--- src/sv/tks_pkg.sv ---
// Shared constants, codes and types of the top-k sum multiset block.
package tks_pkg;

	localparam int CAPACITY = 64;
	localparam int VAL_W = 32;
	localparam int CNT_W = 7;
	localparam int SUM_W = 38;
	localparam int IDX_W = $clog2(CAPACITY);
	localparam int GRP_BITS = 3;
	localparam int GRP_SIZE = 1 << GRP_BITS;
	localparam int NGRP = (CAPACITY + GRP_SIZE - 1) / GRP_SIZE;
	localparam int HI_W = IDX_W - GRP_BITS;
	localparam int RC_W = $clog2(CAPACITY + 2);
	localparam int CFG_IDX_W = 2;
	localparam int CFG_DATA_W = 7;

	localparam logic [1:0] CMD_INSERT = 2'd0;
	localparam logic [1:0] CMD_ERASE = 2'd1;
	localparam logic [1:0] CMD_QUERY = 2'd2;

	localparam logic [1:0] STATUS_OK = 2'd0;
	localparam logic [1:0] STATUS_FULL = 2'd1;
	localparam logic [1:0] STATUS_MISSING = 2'd2;

	localparam logic [CFG_IDX_W-1:0] REG_SELECT_COUNT = 2'd0;
	localparam logic [CFG_IDX_W-1:0] REG_LARGEST_MODE = 2'd1;

	typedef enum logic [2:0] {
		ST_IDLE,
		ST_CMP,
		ST_PK1,
		ST_PK2,
		ST_UPD,
		ST_RCL
	} state_t;

	typedef struct packed {
		logic cmp;
		logic ins;
		logic era;
		logic signed [VAL_W-1:0] val;
	} cell_ctl_t;

endpackage

--- src/sv/tks_cell.sv ---
// One cell of the sorted chain: holds one value, compares it and shifts with its neighbors.
module tks_cell import tks_pkg::*; (
	input  logic                    clk,
	input  logic                    arst_n,
	input  cell_ctl_t               ctl,
	input  logic [IDX_W-1:0]        pos,
	input  logic [CNT_W-1:0]        held,
	input  logic signed [VAL_W-1:0] prev_val,
	input  logic                    prev_le,
	input  logic signed [VAL_W-1:0] next_val,
	output logic signed [VAL_W-1:0] val,
	output logic                    le,
	output logic                    lt,
	output logic                    eq
);

	logic signed [VAL_W-1:0] val_q;
	logic le_q, lt_q, eq_q;
	logic occ;

	assign occ = CNT_W'(pos) < held;

	always_ff @(posedge clk or negedge arst_n) begin
		if (!arst_n) begin
			le_q <= 1'b0;
			lt_q <= 1'b0;
			eq_q <= 1'b0;
		end else if (ctl.cmp) begin
			le_q <= occ && (val_q <= ctl.val);
			lt_q <= occ && (val_q < ctl.val);
			eq_q <= occ && (val_q == ctl.val);
		end
	end

	always_ff @(posedge clk) begin
		if (ctl.ins && !le_q) begin
			val_q <= prev_le ? ctl.val : prev_val;
		end else if (ctl.era && !lt_q) begin
			val_q <= next_val;
		end
	end

	assign val = val_q;
	assign le = le_q;
	assign lt = lt_q;
	assign eq = eq_q;

endmodule

--- config.mk ---
export PLATFORM = sky130hd
export DESIGN_NAME = tks_cell
export DESIGN_NICKNAME = d
export VERILOG_FILES = /design/src/sv/tks_pkg.sv /design/src/sv/tks_cell.sv
export SDC_FILE = /design/constraint.sdc
export NUM_CORES = 1
export LEC_CHECK = 0
export BUFFER_PORTS_ARGS = -buffer_cell sky130_fd_sc_hd__buf_4
export CELL_PAD_IN_SITES_DETAIL_PLACEMENT = 2
export CELL_PAD_IN_SITES_GLOBAL_PLACEMENT = 2
export CORE_ASPECT_RATIO = 2
export CORE_MARGIN = 2
export CORE_UTILIZATION = 27
export DETAILED_ROUTE_END_ITERATION = 12
export GPL_TIMING_DRIVEN = 0
export PLACE_DENSITY_LB_ADDON = 0.1
export SYNTH_ARGS = -nofsm -noshare
export SYNTH_HDL_FRONTEND = slang
export SYNTH_SLANG_ARGS = --single-unit
--- constraint.sdc ---
create_clock -name clk -period 6.03 [get_ports clk]
set_input_delay 0.3015 -clock clk [delete_from_list [all_inputs] [get_ports clk]]
set_output_delay 0.3015 -clock clk [all_outputs]
set_load 0.02 [all_outputs]
# Word level (Yosys, flattened, before mapping)
# Index checks and enable logic that the tools add are counted.
dict set report totals {
  regBits 35
}
dict set report op_classes {
  order_cmp 3
  eq_ne 1
  mux 3
  n_reduce_logical 8
}
# op n
set op_table {}
lappend op_table {{32-bit two-way mux} 3}
lappend op_table {{32-bit equality test} 1}
lappend op_table {{32-bit less-or-equal comparator} 1}
lappend op_table {{32-bit less-than comparator} 1}
lappend op_table {{6-bit by 7-bit less-than comparator with 1-bit output} 1}
lappend op_table {{1-bit logical AND} 5}
lappend op_table {{1-bit logical NOT} 2}
lappend op_table {{2-bit nonzero test} 1}

# Depth between registers and ports, before layout
dict set report depth {
  word_depth 4
  mapped_depth 9
}

# Worst setup path after synthesis
# OpenSTA, ideal clock, no wires.
dict set report synth_timing {
  kind {register -> register}
  startpoint {reg lt_q, in the netlist lt}
  endpoint {reg val_q[0], in the netlist val[0], enable pin}
  arrival_ns 2.771
  path_slack_ns 2.793
  path_stages_with_launch 2
  n_path_buf 0
  period_less_slack_ns 3.237
  cell_sequence {dfrtp_1 > o21ai_0}
}
dict set report synth_between {
  elab_chain_len 3
}
# element line
set synth_rtl {}
lappend synth_rtl {{start, declared} tks_cell.sv:18} ;# logic le_q, lt_q, eq_q;
lappend synth_rtl {{start signal, assigned} tks_cell.sv:30} ;# lt_q <= occ && (val_q < ctl.val);
lappend synth_rtl {{1-bit logical NOT} tks_cell.sv:38} ;# end else if (ctl.era && !lt_q) begin
lappend synth_rtl {{1-bit logical AND} tks_cell.sv:38}
lappend synth_rtl {{2-bit nonzero test (no line)} n/a}
lappend synth_rtl {{end signal, assigned} tks_cell.sv:37} ;# val_q <= prev_le ? ctl.val : prev_val;
lappend synth_rtl {{end signal, assigned} tks_cell.sv:39} ;# val_q <= next_val;
lappend synth_rtl {{end, declared} tks_cell.sv:17} ;# logic signed [VAL_W-1:0] val_q;
# Every way passes these cells.
# A chain may end at the register's enable or synchronous reset.

# Worst setup path after layout
dict set report layout_timing {
  startpoint {reg val_q[25], in the netlist val[25]}
  endpoint {reg le_q, in the netlist le}
}
dict set report layout_between {
  elab_chain_len 2
}
# element line
set layout_rtl {}
lappend layout_rtl {{32-bit less-or-equal comparator} tks_cell.sv:29} ;# le_q <= occ && (val_q <= ctl.val);
lappend layout_rtl {{1-bit logical AND} tks_cell.sv:29}
lappend layout_rtl {{end signal, assigned} tks_cell.sv:29}
lappend layout_rtl {{end, declared} tks_cell.sv:18}
# Every way passes these cells.

==> impl_metrics.tcl <==
set metrics [dict create \
    wirelength_mm 9.66 \
    setup_viol 0 \
    cts_tree "built" \
    synth_top_family_by_area "adder cells" \
    synth_edf_count 32 \
    die_h_um 145 \
    dp_hpwl_mm 8.26 \
    clk_pin_slew_ps 60 \
    numCtsBuffers 5 \
    synthSimpleGateAreaFrac_pct 10.0 \
    max_freq_mhz 409 \
    p_leak_nw 2.14 \
    io_buffers 148 \
    synth_cell_types 31 \
    num-fill-cells 1120 \
    wl_per_cell_um 16.9 \
    syn_area_per_cell_um2 9.46 \
    clkLatencyLatePin_ps 280 \
    ant_nets 0 \
    diodes 0 \
    post_drt_via_cell_ratio 4.72 \
    required_ps 6170 \
    synthMuxAreaShare_pct 12.0 \
    r2r_slack_ps 3590 \
    area_growth_syn_to_layout_pct 54.3 \
    clockBufferDepth 2 \
    post_cts_resized 0 \
    std_cell_rows 51 \
    place_congestion 0.727 \
    final-hold-violation-count 0 \
    grt_pass1_wl_mm 14.4 \
    cts-root-buf "clkbuf_16" \
    fin_crit_sh_pct 40.5 \
    dr.pass1.iters 4 \
    peakVddDrop_uv 112 \
    synth-xor-area-share_pct 0.327 \
    power_density_nw_per_um2 326 \
    io_pins 150 \
    dieArea_um2 10800 \
    tightest_slew_ps 697 \
    cts_max_level 2 \
    min_path_type "input pin to flop" \
    synth-compound-area-share_pct 14.1 \
    r2r_cells 8 \
    fin_util_pct 42.6 \
    synthArstFlopShare_pct 8.57 \
    ys_dominant_reg_cell "edfxtp_1" \
    synthCells 283 \
    drtIter0Drc 44 \
    ys_seq_elements 35 \
    nNetsFinal 592 \
    worstReg2RegEnd "le" \
    fin_skew_ps 2.66 \
    r2r_start "val[25]" \
    cts_sinks 35 \
    cp.arrival_ps 2580 \
    grt_start_max_net_pins 18 \
    yosysWarningCount 0 \
    drc_errors 0 \
    coreArea_um2 9700 \
    worstSetupEndpoint "le" \
    die_w_um 74.4 \
    grt_pass1_vias 2994 \
    timing.setup.tns_ps 0 \
    netlist_area_um2 2680 \
    path_class "flop to flop" \
    drv_slew 0 \
    crit_fanout 2 \
    vias 2694 \
    synthTopCellsByArea "edfxtp_1 36%, ha_1 17%, mux2i_1 12%, o21ai_0 6.7%, nand2_1 6.2%" \
    yosysMostFrequentCell "nand2_1" \
    end_kind "flop" \
    synthAdderAreaFrac_pct 17.3 \
    yosysTopAreaCell "edfxtp_1" \
    max-cap-violations 0 \
    cts_setup_buffers 0 \
    setup.worst_path.start "val[25]" \
    ys_seq_area_share_pct 38.7 \
    rsz0062_at_grt "false" \
    synth_top_area_share_pct 35.9 \
    drive_gt1_share_pct 37.6 \
    grt-ovfl-total 0 \
    status "completed" \
    slew_headroom_pct 53.4 \
    yosys-top-cells-count "44 x nand2_1, 42 x inv_1, 37 x ha_1" \
    grt_usage_pct 18.1 \
    period_minus_slack_ps 2440 \
    cp-start-kind "flop" \
    start_util_pct 27.6 \
    antenna_found_initial 0 \
    syn-num-nets 435 \
]
-- through the flow --
step                      hold slack [ps]  area [µm²]  cells  power (mW)  worst slack (ps)
final                                 222        4130    571        1.35              3590
after global routing                  250        4130    571        1.44              3380
after CTS                             217        4130    571        1.38              3430
after detailed placement             91.2        3990    564        1.12              3410
after global placement               93.6        3950    563        1.09              1220
after floorplan                      5.91        2680    283       0.789              2790
-- worst min-delay path by stage --
stage                 start  endpoint  slack (ps)  depth (start not counted)
floorplan            arst_n        eq           6                          0
global placement     arst_n        lt          90                          1
detailed placement   arst_n        lt          90                          1
CTS                 ctl[34]        eq         220                          2
global route        ctl[34]        lt         250                          2
finish              ctl[34]        eq         220                          2
-- layout by cell type (no fill, tap or decap), types with 2 or more instances in the layout --
| cell | netlist | final |
|---|---|---|
| buf_4 | 0 | 148 |
| nand2_1 | 44 | 44 |
| inv_1 | 42 | 42 |
| ha_1 | 37 | 37 |
| o21ai_0 | 36 | 35 |
| mux2i_1 | 32 | 32 |
| edfxtp_1 | 32 | 32 |
| a21oi_1 | 12 | 12 |
| clkbuf_1 | 8 | 9 |
| clkbuf_16 | 0 | 5 |
| nor2_1 | 4 | 4 |
| buf_2 | 3 | 3 |
| o21ai_1 | 3 | 3 |
| nand4_1 | 3 | 3 |
| nand3_1 | 3 | 3 |
| dfrtp_1 | 3 | 3 |
| a21o_1 | 2 | 2 |
| a221o_1 | 2 | 2 |
| a221oi_1 | 2 | 2 |
| a21o_2 | 2 | 2 |
-- final cells by class --
type                       count  area (µm²)  share of cell area, %
multi-input combinational    195        1450                   35.1
timing repair buffer         150        1150                   27.8
sequential                    35        1040                   25.1
tap                          132         165                   4.00
inverter                      42         158                   3.82
clock buffer                   6         129                   3.12
buffer                        11        45.0                   1.09
-- routing by layer --
metal | routed length [µm] | global-route usage (%)
met5 | 0 | 0
met4 | 136 | 4.89
met3 | 408 | 2.98
met2 | 6100 | 39.2
met1 | 3020 | 15.5
-- registers in the layout (all words and copies together), names as in the netlist --
| signal | count |
|---|---|
| val | 32 |
| lt | 1 |
| eq | 1 |
| le | 1 |
-- critical path, cell delays in order (launching register included) --
cell,delay [ps]
edfxtp_1,400
ha_1,310
a21o_1,180
a221o_1,320
a221oi_1,370
o21ai_1,150
a21oi_2,160
xor2_1,260
o221ai_1,150
-- power by group --
part / switching (mW) / total, mW / internal [mW]
clock: 0.101 / 0.250 / 0.149
sequential: 0.0528 / 0.437 / 0.385
combinational: 0.372 / 0.659 / 0.287
total: 0.526 / 1.35 / 0.821
-- logic make-up (layout without fill, tap and decap cells) --
kind of cell | after synthesis | in the layout
buffers and inverters | 53 | 209
DFF | 35 | 35
muxes | 32 | 32
and+or+nand+nor | 60 | 60
adders and majority gates | 37 | 37
AOI/OAI and AO/OA | 65 | 65
xor gates and xnor gates | 1 | 1
-- timing repair --
item / CTS / global route
setup endpoints to repair: 0 / 0
hold buffers: 1 / 0
hold endpoints to repair: 3 / 0
No activity file was read; power rests on OpenSTA's default activity.
